==> config.mk <==
export PLATFORM = sky130hd
export DESIGN_NAME = dvfs_operating_point_manager
export DESIGN_NICKNAME = d
export VERILOG_FILES = /design/src/rtl/dopm_pkg.sv /design/src/rtl/dvfs_operating_point_manager.sv /design/src/rtl/dopm_point_mem.sv /design/src/rtl/dopm_seq.sv
export VERILOG_INCLUDE_DIRS = /design/src /design/src/rtl
export SDC_FILE = /design/constraint.sdc
export NUM_CORES = 2
export LEC_CHECK = 0
export BUFFER_PORTS_ARGS = -buffer_cell sky130_fd_sc_hd__buf_2
export CAP_MARGIN = 10
export CORE_MARGIN = 2
export CORE_UTILIZATION = 65
export CTS_CLUSTER_SIZE = 20
export DETAILED_ROUTE_END_ITERATION = 16
export GPL_TIMING_DRIVEN = 0
export PLACE_DENSITY_LB_ADDON = 0.15
export SETUP_SLACK_MARGIN = 0.1
export SLEW_MARGIN = 30
export SYNTH_ARGS = -nofsm -noshare
export SYNTH_HDL_FRONTEND = slang
export SYNTH_SLANG_ARGS = --single-unit
==> constraint.sdc <==
create_clock -name clk -period 15.1 [get_ports clk]
set_input_delay 1.51 -clock clk [delete_from_list [all_inputs] [get_ports clk]]
set_output_delay 1.51 -clock clk [all_outputs]
set_load 0.05 [all_outputs]
==> src/rtl/dvfs_operating_point_manager_defines.svh <==
// Assertion macros shared by the RTL. Each use samples on clk and is
// disabled while rst_n is low.
`ifndef DVFS_OPERATING_POINT_MANAGER_DEFINES_SVH
`define DVFS_OPERATING_POINT_MANAGER_DEFINES_SVH

`ifndef SYNTHESIS

// The consequent holds in the same cycle as the antecedent.
`define DOPM_ASSERT_SAME(lbl, ante, cons) \
  lbl: assert property (@(posedge clk) disable iff (!rst_n) (ante) |-> (cons)) \
    else $error("dopm check failed");

// The consequent holds in the cycle after the antecedent.
`define DOPM_ASSERT_NEXT(lbl, ante, cons) \
  lbl: assert property (@(posedge clk) disable iff (!rst_n) (ante) |=> (cons)) \
    else $error("dopm check failed");

`else

`define DOPM_ASSERT_SAME(lbl, ante, cons)
`define DOPM_ASSERT_NEXT(lbl, ante, cons)

`endif

`endif

==> src/rtl/dopm_pkg.sv <==
package dopm_pkg;

  localparam int unsigned FREQ_W = 32;
  localparam int unsigned VOLT_W = 16;
  localparam int unsigned IDX_W  = 4;
  localparam int unsigned CNT_W  = 5;

  typedef enum logic [1:0] {
    OP_LOAD       = 2'd0,
    OP_SET_FREQ   = 2'd1,
    OP_SET_LIMITS = 2'd2,
    OP_READ       = 2'd3
  } opcode_t;

  typedef enum logic [1:0] {
    ST_OK    = 2'd0,
    ST_PARAM = 2'd1,
    ST_RANGE = 2'd2
  } status_t;

  // One table entry as stored in the point memory
  typedef struct packed {
    logic [FREQ_W-1:0] freq;
    logic [VOLT_W-1:0] volt;
  } point_t;

  // One command beat
  typedef struct packed {
    opcode_t           opcode;
    logic [IDX_W-1:0]  entry_index;
    logic [FREQ_W-1:0] req_frequency;
    logic [VOLT_W-1:0] req_voltage;
    logic [FREQ_W-1:0] new_minimum;
    logic [FREQ_W-1:0] new_maximum;
  } cmd_t;

  // One result beat
  typedef struct packed {
    status_t           status;
    logic [FREQ_W-1:0] entry_frequency;
    logic [VOLT_W-1:0] entry_voltage;
    logic [IDX_W-1:0]  current_index;
    logic [FREQ_W-1:0] current_frequency;
    logic [VOLT_W-1:0] current_voltage;
    logic [FREQ_W-1:0] limit_minimum;
    logic [FREQ_W-1:0] limit_maximum;
    logic              level_changed;
  } res_t;

endpackage

==> src/rtl/dvfs_operating_point_manager.sv <==
// Channel   Dir  Beat contents
// in_*      in   one command: opcode in tuser, operands in tdata
// out_*     out  one result per command: status and change flag in tuser
// cfg_*     in   entry_count register write, always ready
//
// Load and out-of-range commands go straight to reading the current point; a
// read first fetches the addressed entry; set-limits reads the current point,
// then it and set-frequency search the live entries (entry_count saturated to
// TABLE_DEPTH), one entry a cycle through the point memory's read port.
// A finished result waits in the output register while the next command is
// accepted. rst_n is synchronous; the table is undefined until loaded and
// has no clearing pass, limits reset to zero and all ones, the point to 0.
module dvfs_operating_point_manager #(
  parameter int unsigned TABLE_DEPTH = 16
) (
  input  logic         clk,
  input  logic         rst_n,
  input  logic         in_tvalid,
  output logic         in_tready,
  // entry_index[3:0], req_frequency[35:4], req_voltage[51:36],
  // new_minimum[83:52], new_maximum[115:84]
  input  logic [119:0] in_tdata,
  // opcode[1:0]
  input  logic [1:0]   in_tuser,
  output logic         out_tvalid,
  input  logic         out_tready,
  // entry_frequency[31:0], entry_voltage[47:32], current_index[51:48],
  // current_frequency[83:52], current_voltage[99:84], limit_minimum[131:100],
  // limit_maximum[163:132]
  output logic [167:0] out_tdata,
  // status[1:0], level_changed[2]
  output logic [2:0]   out_tuser,
  input  logic         cfg_valid,
  output logic         cfg_ready,
  input  logic [4:0]   cfg_data
);

  localparam int unsigned AW    = (TABLE_DEPTH > 1) ? $clog2(TABLE_DEPTH) : 1;
  localparam int unsigned CNT_W = $clog2(TABLE_DEPTH + 1);

  logic [dopm_pkg::CNT_W-1:0] cfg_count_r;
  logic [CNT_W-1:0]           live_cnt;
  dopm_pkg::cmd_t             cmd;
  logic                       mem_we;
  logic                       mem_re;
  logic [AW-1:0]              mem_addr;
  dopm_pkg::point_t           mem_wdata;
  dopm_pkg::point_t           mem_rdata;
  logic                       res_rdy;
  logic                       res_vld;
  dopm_pkg::res_t             res;
  logic                       out_vld_r;
  dopm_pkg::res_t             out_res_r;

  // Hold the entry count; writes are always taken
  assign cfg_ready = 1'b1;

  always_ff @(posedge clk) begin
    if (!rst_n) begin
      cfg_count_r <= dopm_pkg::CNT_W'(1);
    end else if (cfg_valid) begin
      cfg_count_r <= cfg_data;
    end
  end

  // Saturate the count to the table depth
  assign live_cnt = (32'(cfg_count_r) > 32'(TABLE_DEPTH)) ? CNT_W'(TABLE_DEPTH)
                                                          : CNT_W'(cfg_count_r);

  // Unpack the command beat
  always_comb begin
    cmd.opcode        = dopm_pkg::opcode_t'(in_tuser);
    cmd.entry_index   = in_tdata[3:0];
    cmd.req_frequency = in_tdata[35:4];
    cmd.req_voltage   = in_tdata[51:36];
    cmd.new_minimum   = in_tdata[83:52];
    cmd.new_maximum   = in_tdata[115:84];
  end

  dopm_point_mem #(
    .DEPTH (TABLE_DEPTH),
    .AW    (AW)
  ) u_mem (
    .clk   (clk),
    .we    (mem_we),
    .re    (mem_re),
    .addr  (mem_addr),
    .wdata (mem_wdata),
    .rdata (mem_rdata)
  );

  dopm_seq #(
    .DEPTH (TABLE_DEPTH),
    .AW    (AW),
    .CNT_W (CNT_W)
  ) u_seq (
    .clk       (clk),
    .rst_n     (rst_n),
    .in_valid  (in_tvalid),
    .in_ready  (in_tready),
    .cmd       (cmd),
    .live_cnt  (live_cnt),
    .mem_we    (mem_we),
    .mem_re    (mem_re),
    .mem_addr  (mem_addr),
    .mem_wdata (mem_wdata),
    .mem_rdata (mem_rdata),
    .res_rdy   (res_rdy),
    .res_vld   (res_vld),
    .res       (res)
  );

  // Output register: free when empty or draining this cycle
  assign res_rdy = !out_vld_r || out_tready;

  always_ff @(posedge clk) begin
    if (!rst_n) begin
      out_vld_r <= 1'b0;
    end else if (res_vld) begin
      out_vld_r <= 1'b1;
    end else if (out_tready) begin
      out_vld_r <= 1'b0;
    end
  end

  always_ff @(posedge clk) begin
    if (res_vld) begin
      out_res_r <= res;
    end
  end

  // Pack the result beat
  assign out_tvalid = out_vld_r;
  assign out_tdata  = {4'b0, out_res_r.limit_maximum, out_res_r.limit_minimum,
                       out_res_r.current_voltage, out_res_r.current_frequency,
                       out_res_r.current_index, out_res_r.entry_voltage,
                       out_res_r.entry_frequency};
  assign out_tuser  = {out_res_r.level_changed, out_res_r.status};

endmodule

==> src/rtl/dopm_point_mem.sv <==
module dopm_point_mem #(
  parameter int unsigned DEPTH = 16,
  parameter int unsigned AW    = 4
) (
  input  logic              clk,
  input  logic              we,
  input  logic              re,
  input  logic [AW-1:0]     addr,
  input  dopm_pkg::point_t  wdata,
  output dopm_pkg::point_t  rdata
);

  dopm_pkg::point_t mem_r [DEPTH];
  dopm_pkg::point_t rd_data_r;

  // Write one entry; read data is registered and held between reads
  always_ff @(posedge clk) begin
    if (we) begin
      mem_r[addr] <= wdata;
    end
    if (re) begin
      rd_data_r <= mem_r[addr];
    end
  end

  assign rdata = rd_data_r;

endmodule

==> src/rtl/dopm_seq.sv <==
`include "dvfs_operating_point_manager_defines.svh"

module dopm_seq #(
  parameter int unsigned DEPTH = 16,
  parameter int unsigned AW    = 4,
  parameter int unsigned CNT_W = 5
) (
  input  logic              clk,
  input  logic              rst_n,
  input  logic              in_valid,
  output logic              in_ready,
  input  dopm_pkg::cmd_t    cmd,
  input  logic [CNT_W-1:0]  live_cnt,
  output logic              mem_we,
  output logic              mem_re,
  output logic [AW-1:0]     mem_addr,
  output dopm_pkg::point_t  mem_wdata,
  input  dopm_pkg::point_t  mem_rdata,
  input  logic              res_rdy,
  output logic              res_vld,
  output dopm_pkg::res_t    res
);

  typedef enum logic [7:0] {
    S_IDLE  = 8'b0000_0001,
    S_CMD   = 8'b0000_0010,
    S_ENTRY = 8'b0000_0100,
    S_ACT   = 8'b0000_1000,
    S_SCAN  = 8'b0001_0000,
    S_EVAL  = 8'b0010_0000,
    S_CUR   = 8'b0100_0000,
    S_WB    = 8'b1000_0000
  } state_t;

  state_t                 state_r, state_nxt;
  dopm_pkg::cmd_t         cmd_r, cmd_nxt;
  logic [CNT_W-1:0]       scan_r, scan_nxt;
  logic                   cmp_vld_r, cmp_vld_nxt;
  logic [AW-1:0]          cmp_idx_r, cmp_idx_nxt;
  logic                   hit_a_r, hit_a_nxt;
  logic [AW-1:0]          hit_a_idx_r, hit_a_idx_nxt;
  logic                   hit_b_r, hit_b_nxt;
  logic [AW-1:0]          hit_b_idx_r, hit_b_idx_nxt;
  logic [AW-1:0]          act_r, act_nxt;
  logic [31:0]            lo_r, lo_nxt;
  logic [31:0]            hi_r, hi_nxt;
  logic [31:0]            cur_freq_r, cur_freq_nxt;
  dopm_pkg::status_t      status_r, status_nxt;
  logic                   chg_r, chg_nxt;
  logic [31:0]            efreq_r, efreq_nxt;
  logic [15:0]            evolt_r, evolt_nxt;

  logic                   idx_in_depth;
  logic                   idx_in_live;
  logic [31:0]            tgt_a;
  logic [AW-1:0]          act_pick;

  assign in_ready     = (state_r == S_IDLE);
  assign idx_in_depth = 32'(cmd_r.entry_index) < 32'(DEPTH);
  assign idx_in_live  = 32'(cmd_r.entry_index) < 32'(live_cnt);
  assign tgt_a        = (cmd_r.opcode == dopm_pkg::OP_SET_FREQ) ? cmd_r.req_frequency
                                                                : cmd_r.new_minimum;

  // Clamp target for a limit change: move only when the point violates a limit
  always_comb begin
    act_pick = act_r;
    if (cur_freq_r < cmd_r.new_minimum) begin
      act_pick = hit_a_idx_r;
    end else if (cur_freq_r > cmd_r.new_maximum) begin
      act_pick = hit_b_idx_r;
    end
  end

  // Sequence one command through the point memory
  always_comb begin
    state_nxt     = state_r;
    cmd_nxt       = cmd_r;
    scan_nxt      = scan_r;
    cmp_vld_nxt   = cmp_vld_r;
    cmp_idx_nxt   = cmp_idx_r;
    hit_a_nxt     = hit_a_r;
    hit_a_idx_nxt = hit_a_idx_r;
    hit_b_nxt     = hit_b_r;
    hit_b_idx_nxt = hit_b_idx_r;
    act_nxt       = act_r;
    lo_nxt        = lo_r;
    hi_nxt        = hi_r;
    cur_freq_nxt  = cur_freq_r;
    status_nxt    = status_r;
    chg_nxt       = chg_r;
    efreq_nxt     = efreq_r;
    evolt_nxt     = evolt_r;
    mem_we        = 1'b0;
    mem_re        = 1'b0;
    mem_addr      = '0;
    mem_wdata     = '{freq: cmd_r.req_frequency, volt: cmd_r.req_voltage};
    res_vld       = 1'b0;

    unique case (state_r)
      S_IDLE: begin
        if (in_valid) begin
          cmd_nxt     = cmd;
          status_nxt  = dopm_pkg::ST_OK;
          chg_nxt     = 1'b0;
          efreq_nxt   = '0;
          evolt_nxt   = '0;
          scan_nxt    = '0;
          cmp_vld_nxt = 1'b0;
          hit_a_nxt   = 1'b0;
          hit_b_nxt   = 1'b0;
          state_nxt   = S_CMD;
        end
      end
      S_CMD: begin
        unique case (cmd_r.opcode)
          dopm_pkg::OP_LOAD: begin
            if (idx_in_depth) begin
              mem_we   = 1'b1;
              mem_addr = AW'(cmd_r.entry_index);
            end else begin
              status_nxt = dopm_pkg::ST_PARAM;
            end
            state_nxt = S_CUR;
          end
          dopm_pkg::OP_SET_FREQ: begin
            if (cmd_r.req_frequency == '0) begin
              status_nxt = dopm_pkg::ST_RANGE;
              state_nxt  = S_CUR;
            end else begin
              state_nxt = S_SCAN;
            end
          end
          dopm_pkg::OP_SET_LIMITS: begin
            if (cmd_r.new_minimum > cmd_r.new_maximum || cmd_r.new_minimum == '0 ||
                cmd_r.new_maximum == '0) begin
              status_nxt = dopm_pkg::ST_PARAM;
              state_nxt  = S_CUR;
            end else begin
              mem_re    = 1'b1;
              mem_addr  = act_r;
              state_nxt = S_ACT;
            end
          end
          dopm_pkg::OP_READ: begin
            if (idx_in_live) begin
              mem_re    = 1'b1;
              mem_addr  = AW'(cmd_r.entry_index);
              state_nxt = S_ENTRY;
            end else begin
              status_nxt = dopm_pkg::ST_PARAM;
              state_nxt  = S_CUR;
            end
          end
          default: state_nxt = S_CUR;
        endcase
      end
      S_ENTRY: begin
        efreq_nxt = mem_rdata.freq;
        evolt_nxt = mem_rdata.volt;
        state_nxt = S_CUR;
      end
      S_ACT: begin
        cur_freq_nxt = mem_rdata.freq;
        state_nxt    = S_SCAN;
      end
      S_SCAN: begin
        // Compare the entry read last cycle; keep the first match
        if (cmp_vld_r) begin
          if (!hit_a_r && mem_rdata.freq == tgt_a) begin
            hit_a_nxt     = 1'b1;
            hit_a_idx_nxt = cmp_idx_r;
          end
          if (!hit_b_r && mem_rdata.freq == cmd_r.new_maximum) begin
            hit_b_nxt     = 1'b1;
            hit_b_idx_nxt = cmp_idx_r;
          end
        end
        // Issue the next read, one entry a cycle
        if (scan_r < live_cnt) begin
          mem_re      = 1'b1;
          mem_addr    = scan_r[AW-1:0];
          cmp_vld_nxt = 1'b1;
          cmp_idx_nxt = scan_r[AW-1:0];
          scan_nxt    = scan_r + CNT_W'(1);
        end else begin
          cmp_vld_nxt = 1'b0;
          if (!cmp_vld_r) begin
            state_nxt = S_EVAL;
          end
        end
      end
      S_EVAL: begin
        if (cmd_r.opcode == dopm_pkg::OP_SET_FREQ) begin
          if (!hit_a_r || cmd_r.req_frequency < lo_r || cmd_r.req_frequency > hi_r) begin
            status_nxt = dopm_pkg::ST_RANGE;
          end else begin
            act_nxt = hit_a_idx_r;
            chg_nxt = (hit_a_idx_r != act_r);
          end
        end else begin
          if (!hit_a_r || !hit_b_r) begin
            status_nxt = dopm_pkg::ST_PARAM;
          end else begin
            act_nxt = act_pick;
            chg_nxt = (act_pick != act_r);
            lo_nxt  = cmd_r.new_minimum;
            hi_nxt  = cmd_r.new_maximum;
          end
        end
        state_nxt = S_CUR;
      end
      S_CUR: begin
        mem_re    = 1'b1;
        mem_addr  = act_r;
        state_nxt = S_WB;
      end
      S_WB: begin
        // Hold the read data until the output slot frees up
        if (res_rdy) begin
          res_vld   = 1'b1;
          state_nxt = S_IDLE;
        end
      end
      default: state_nxt = S_IDLE;
    endcase
  end

  always_ff @(posedge clk) begin
    if (!rst_n) begin
      state_r <= S_IDLE;
      act_r   <= '0;
      lo_r    <= '0;
      hi_r    <= '1;
    end else begin
      state_r <= state_nxt;
      act_r   <= act_nxt;
      lo_r    <= lo_nxt;
      hi_r    <= hi_nxt;
    end
  end

  always_ff @(posedge clk) begin
    cmd_r       <= cmd_nxt;
    scan_r      <= scan_nxt;
    cmp_vld_r   <= cmp_vld_nxt;
    cmp_idx_r   <= cmp_idx_nxt;
    hit_a_r     <= hit_a_nxt;
    hit_a_idx_r <= hit_a_idx_nxt;
    hit_b_r     <= hit_b_nxt;
    hit_b_idx_r <= hit_b_idx_nxt;
    cur_freq_r  <= cur_freq_nxt;
    status_r    <= status_nxt;
    chg_r       <= chg_nxt;
    efreq_r     <= efreq_nxt;
    evolt_r     <= evolt_nxt;
  end

  // Assemble the result from the registered memory read of the current point
  always_comb begin
    res.status            = status_r;
    res.entry_frequency   = efreq_r;
    res.entry_voltage     = evolt_r;
    res.current_index     = 4'(act_r);
    res.current_frequency = mem_rdata.freq;
    res.current_voltage   = mem_rdata.volt;
    res.limit_minimum     = lo_r;
    res.limit_maximum     = hi_r;
    res.level_changed     = chg_r;
  end

  `DOPM_ASSERT_SAME(a_wr_only_load, mem_we, state_r == S_CMD && cmd_r.opcode == dopm_pkg::OP_LOAD)
  `DOPM_ASSERT_SAME(a_no_wr_rd_same, mem_we, !mem_re)
  `DOPM_ASSERT_SAME(a_push_when_free, res_vld, res_rdy)
  `DOPM_ASSERT_SAME(a_chg_needs_ok, res_vld && res.level_changed, res.status == dopm_pkg::ST_OK && (cmd_r.opcode == dopm_pkg::OP_SET_FREQ || cmd_r.opcode == dopm_pkg::OP_SET_LIMITS))
  `DOPM_ASSERT_NEXT(a_idle_after_push, res_vld, state_r == S_IDLE)

endmodule

### After elaboration in Yosys (flattened, before gate mapping)

Memories as Yosys holds them, arrays and structs flattened. A register that Yosys moved wholly into a read port is not among the register bits.
Cells that the tools add are included.

| cells by class | value |
|---|---|
| add/sub/neg operators | 1 |
| order comparisons | 8 |
| equality and inequality tests | 33 |
| mux-type cells | 62 |
| bitwise operators | 2 |
| reductions and logical operators | 35 |

Operators with widths:

| cell | number |
|---|---|
| 32-bit > comparator | 3 |
| 32-bit logical NOT | 3 |
| 32-bit == test | 2 |
| 32-bit less-than comparator | 2 |
| 32-bit two-way mux | 2 |
| 32-bit one-hot mux with 2 select lines | 1 |
| 8-bit one-hot mux with 7 select lines | 1 |
| 4-bit two-way mux | 8 |
| 8-bit two-way mux | 4 |
| 16-bit one-hot mux with 2 select lines | 1 |
| 8-bit one-hot mux with 4 select lines | 1 |
| 4-bit one-hot mux with 3 select lines | 2 |
| 7-bit two-way mux | 3 |
| 1-bit two-way mux | 19 |
| 16-bit two-way mux | 1 |
| 4-bit AND reduction | 4 |
| 5-bit two-way mux | 3 |
| 3-bit AND reduction | 5 |
| 2-bit two-way mux | 7 |
| 2-bit != test (second input constant) | 6 |
| 3-bit != test (second input constant) | 4 |
| 2-bit one-hot mux with 3 select lines | 2 |
| 2-bit by 1-bit != test with 1-bit output (second input constant) | 5 |
| 1-bit one-hot mux with 2 select lines | 5 |
| other kinds (29) | 47 |

| word-level totals | value |
|---|---|
| register bits after elaboration | 470 |
| bits in writable memories | 768 |
| bits of input ports | 132 |
| output and inout bits | 174 |
| logic and storage cells | 175 |
| memories | 1 |

Memories:

| memory | depth | width | read ports | clocked after Yosys merged registers in | write ports | RTL line | source |
|---|---|---|---|---|---|---|---|
| u_mem.mem_r | 16 | 48 | 1 | 1 | 1 | dopm_point_mem.sv:13 | `dopm_pkg::point_t mem_r [DEPTH];` |

### Depth between registers and ports, before layout

| depth | value |
|---|---|
| depth in word-level cells | 7 |
| mapped depth | 16 |
| gate-level depth less buffers | 13 |

### Cells and area by module

Synthesis repeated with hierarchy kept, for this count alone.

| second synthesis, totals | value |
|---|---|
| cells, all modules | 2970 |
| area total of the unflattened synthesis | 51988.6 µm² |

By module, submodules not included:

| module | times used | cells an instance | area an instance (µm²) | sequential area each (µm²) |
|---|---|---|---|---|
| dopm_point_mem | 1 | 1243 | 30216.5 | 24503.5 |
| dopm_seq | 1 | 1528 | 16455.8 | 8157.8 |
| dvfs_operating_point_manager | 1 | 199 | 5316.3 | 5134.9 |

### Worst setup path after synthesis

OpenSTA, ideal clock, no wires.

| timing path | value |
|---|---|
| path type | input-to-reg |
| from | in out_tready |
| to | reg out_res_r, in the netlist out_tdata[0] (enable) |
| library setup time | 0.713 ns |
| data arrival time | 8.975 ns |
| data required time | 14.387 ns |
| setup slack | 5.413 ns |
| cell stages on the path | 2 |
| buffers on the path | 0 |
| path through | nand2b_1 > nor2b_1 |

| between the ends | value |
|---|---|
| cells in the longest elaborated chain, start to end | 3 |

Ends and longest elaborated chain:

| what | RTL line | source |
|---|---|---|
| from (decl) | dvfs_operating_point_manager.sv:26 | `input logic out_tready,` |
| 1-bit logical OR | dvfs_operating_point_manager.sv:114 | `assign res_rdy = !out_vld_r \|\| out_tready;` |
| 1-bit two-way mux | dopm_seq.sv:219 | `if (res_rdy) begin` |
| 1-bit two-way mux | dopm_seq.sv:99 | `unique case (state_r)` |
| named net res_vld | dvfs_operating_point_manager.sv:50 | `logic res_vld;` |
| to (signal assigned) | dvfs_operating_point_manager.sv:128 | `out_res_r <= res;` |
| to (decl) | dvfs_operating_point_manager.sv:53 | `dopm_pkg::res_t out_res_r;` |

The timed path passes the listed nets, and every way through them passes these cells.
A chain may end at the register's enable or synchronous reset.

### Worst setup path in the final report

| timing path | value |
|---|---|
| from | reg u_seq.cmd_r[27] in the netlist's numbering |
| to | mem u_mem.mem_r[5][28] in the netlist's numbering (enable) |

| between the ends | value |
|---|---|
| cells in the longest elaborated chain, start to end | 6 |
| elaborated cells between the ends (all ways) | 7 |
| classes of those cells | 1 x order compare; 3 x mux; 3 x reduce/logical |

Ends and longest elaborated chain:

| what | RTL line | source |
|---|---|---|
| from (decl) | dopm_seq.sv:36 | `dopm_pkg::cmd_t cmd_r, cmd_nxt;` |
| from (signal assigned) | dopm_seq.sv:243 | `cmd_r <= cmd_nxt;` |
| 32-bit > comparator | dopm_seq.sv:134 | `if (cmd_r.new_minimum > cmd_r.new_maximum \|\| cmd_r.new_minimum == '0 \|\|` |
| 1-bit logical OR | dopm_seq.sv:134 |  |
| 1-bit logical OR (*) | dopm_seq.sv:134 |  |
| 4-bit two-way mux (*) | dopm_seq.sv:134 |  |
| 4-bit one-hot mux with 3 select lines (*) | dopm_seq.sv:115 | `unique case (cmd_r.opcode)` |
| 4-bit one-hot mux with 3 select lines (*) | dopm_seq.sv:99 |  |
| to (decl) | dopm_point_mem.sv:13 |  |

Mark *: on every way between the ends. The rest lies on a longest branch, timed or not.

==> summary.txt <==
Global route
  • Vias in the first global route: 32,000
  • GRT Util Overall: 0.371
  • Gr ovfl total: 0
  • Largest net degree at the start of global routing: a little over 70
  • Global-route wire length before repair: about 220,000 µm
  • Initial antenna violation count: 10

Floorplan
  • Die height: between 200 and 300 µm
  • Initial Util: 0.654
  • Core area: ~80,000 µm²
  • Row cnt: between 100 and 150
  • Die area: about 83,000 µm²
  • Top Ports: a little over 300
  • Chip Width: roughly 290 µm

Cells and area
  • Area Growth Syn to Fin: 16.6%
  • Nets: just over 4,000
  • Design Area, Final: 61,100 µm²
  • Post-Route Utilization: 0.762
  • Fill cells: 4,567
  • Commonest non-fill, non-tap cell in the layout: edfxtp_1
  • Final cell count without fillers: 4,951
  • Layout cells sized above 1: 0.215
  • Most frequent cells in the layout: edfxtp_1 (1,204), buf_2 (330), mux2i_1 (284), ha_1 (166), nand2_1 (152)

Logic synthesis
  • Synth Register Bits: approximately 1,300
  • Avg Inst Size Synth: 16.0 µm²
  • Yosys cell types: 78
  • Most used DFF post-synth: edfxtp_1
  • Cell Area, Synth: 52,400 µm²
  • Post-synth EDFFs: about 1,200
  • Yosys warning count: 0
  • Sequential fraction of the synthesis area: 0.721
  • Ys async rst share: 0
  • Mapped Cells: 3,285

Routing
  • 1st-iter DRT viols: 4,048
  • Vias per cell: 6.61
  • DRC: 0
  • Detailed Routing Iterations Pass 1: 7
  • Post-route ant nets: 0
  • Wirelength, routed: roughly 150,000 µm
  • Via count: ~33,000
  • Post-DR wirelength/cell: 31.3 µm

Placement
  • Gp weighted congestion: 0.929
  • IO buf count: 294
  • Pre-CTS setup slack: between 8 and 9 ns
  • Post-DP HPWL: 109,000 µm
  • Placed inst area: 57,100 µm²
  • Placed cells: between 4,000 and 5,000

Worst setup path
  • Critical path type: reg2reg
  • Crit end category: register
  • Critical path data arrival time: 7.06 ns
  • CP max FO: 14
  • Critical path required time: 15.50 ns
  • Critical path launch point type: register

Clocking
  • Clock sink count: 1,286
  • Hold_buf cts: 0
  • Worst-Skew Late Latency: 0.72 ns
  • Post-CTS Setup Inserts: 0
  • CTS buffer count: between 100 and 150
  • CTS tree: built
  • H-tree level count: 3
  • Reg clk slew, reported paths: around 0.07 ns
  • Max clock buf depth: 3
  • Root buf cell: clkbuf_16
  • Post-CTS sizing: 0

Timing
  • Fin crit period: about 6.7 ns
  • Fmax: 150 MHz
  • Clock skew: around 0.071 ns
  • Tightest Pin Transition: roughly 1.1 ns
  • TNS Setup: 0 ns
  • Final setup fails: 0
  • Slew margin rel.: 0.273
  • Slew Limit Fails: 0
  • Setup ws final: between 8 and 9 ns
  • Period utilization: 0.441
  • RSZ-0062 raised after global routing: no
  • Worst hold margin: about 0.38 ns
  • Final Hold Vio Count: 0

Power
  • Pleak: roughly 23 nW
  • Peak VDD IR: about 0.12 mV
  • Power Density: 121 nW/µm²
  • Total power: about 7.4 mW

Flow run
  • Max cap viols: 0

Hold path
  • Min-delay worst type: reg2reg

Status
  • Outcome: finished, final reports clean
[worst paths after layout]
path | startpoint | to | slack [ns] | depth (start not counted)
min | u_seq.evolt_r[12]$_SDFFCE_PN0P_ | out_tdata[44]$_DFFE_PP_ | 0.38 | 0
max | u_seq.cmd_r[27]$_DFFE_PP_ | u_mem.mem_r[5][28]$_DFFE_PP_ | 8.44 | 16
max reg2reg | u_seq.cmd_r[27]$_DFFE_PP_ | u_mem.mem_r[5][28]$_DFFE_PP_ | 8.44 | 16
min reg2reg | u_seq.evolt_r[12]$_SDFFCE_PN0P_ | out_tdata[44]$_DFFE_PP_ | 0.38 | 0
[area by class of cell]
cell class	instances	area (µm²)	area share
antenna	7	17.5	0.000287
buffer	146	716	0.0117
tap	1060	1330	0.0217
clock buffer	142	3120	0.0510
multi-input combinational	1711	13500	0.222
sequential	1286	37800	0.619
clock inverter	81	783	0.0128
timing repair buffer	373	3250	0.0531
inverter	145	557	0.00911
[report_power, final]
group | switching [mW] | internal (mW) | leakage (nW) | total (mW)
combinational | 0.209 | 0.108 | 9.82 | 0.317
clock | 1.33 | 1.67 | 1.93 | 2.99
sequential | 0.107 | 3.97 | 11.7 | 4.08
[flip-flops by register name, indices dropped and copies added, names as in the netlist, 2 cells and up]
name / count
u_seq.state_r: 8
u_seq.hi_r: 32
u_seq.efreq_r: 32
cfg_count_r: 5
u_seq.hit_b_idx_r: 4
out_tuser: 3
u_seq.mem_wdata: 48
u_seq.hit_a_idx_r: 4
u_mem.mem_r: 768
u_seq.lo_r: 32
out_tdata: 164
u_seq.cur_freq_r: 32
u_seq.cmd_r: 70
u_mem.rdata: 48
u_seq.scan_r: 5
u_seq.evolt_r: 16
u_seq.cmp_idx_r: 4
u_seq.act_r: 4
u_seq.status_r: 2
[critical path: stages (launching register included)]
cell,delay (ns)
edfxtp_1,0.48
inv_1,0.16
ha_1,0.32
nand4_1,0.27
nor2_1,0.18
a22oi_1,0.09
a211oi_1,0.82
a211oi_2,0.26
a21oi_1,0.29
o21a_1,0.16
clkbuf_1,0.38
buf_2,0.41
buf_1,0.76
nand3b_1,0.58
nor2_4,0.74
buf_16,0.24
buf_16,0.17
[cells by family after synthesis]
kind of cell | synth area share
other | 0.000143
adder cells (fa/ha/maj) | 0.0396
multiplexers | 0.0768
AND/OR/NAND/NOR | 0.0600
flip-flops | 0.721
XOR/XNOR | 0.0122
buffers and inverters | 0.0239
AO/OA/AOI/OAI | 0.0663
[per-layer routing]
layer,up-vias,wire (µm),global-route usage
met1,16300,56000,0.482
met2,2195,74200,0.601
met5,-,30,0
met4,4,8550,0.190
met3,454,15900,0.0712
li1,13800,-,-
[Yosys cell counts, drive strengths merged, types with 5 or more instances]
library cell | instances | share of area
nand4 | 39 | 0.0047
a222oi | 5 | 0.00095
a221o | 7 | 0.0014
nand2b | 8 | 0.00095
o22ai | 51 | 0.0061
a21o | 20 | 0.0029
nor4 | 40 | 0.0050
clkbuf | 84 | 0.0060
mux2i | 284 | 0.054
o21ai | 48 | 0.0046
o22a | 5 | 0.00084
xnor2 | 23 | 0.0038
a2111oi | 58 | 0.014
nor3 | 147 | 0.017
nor2 | 89 | 0.0064
edfxtp | 1204 | 0.69
or2 | 6 | 0.00072
o211ai | 87 | 0.012
and2 | 53 | 0.0063
a211oi | 8 | 0.0011
a31oi | 11 | 0.0014
dfxtp | 82 | 0.031
nand3b | 5 | 0.00072
a221oi | 6 | 0.0010
nor2b | 6 | 0.00072
and3 | 5 | 0.00060
inv | 143 | 0.010
buf | 62 | 0.0074
nand2 | 156 | 0.011
nand3 | 17 | 0.0016
mux2 | 105 | 0.023
xor2 | 50 | 0.0084
ha | 166 | 0.040
a21oi | 147 | 0.014
Power figures use the tool's default switching activity.
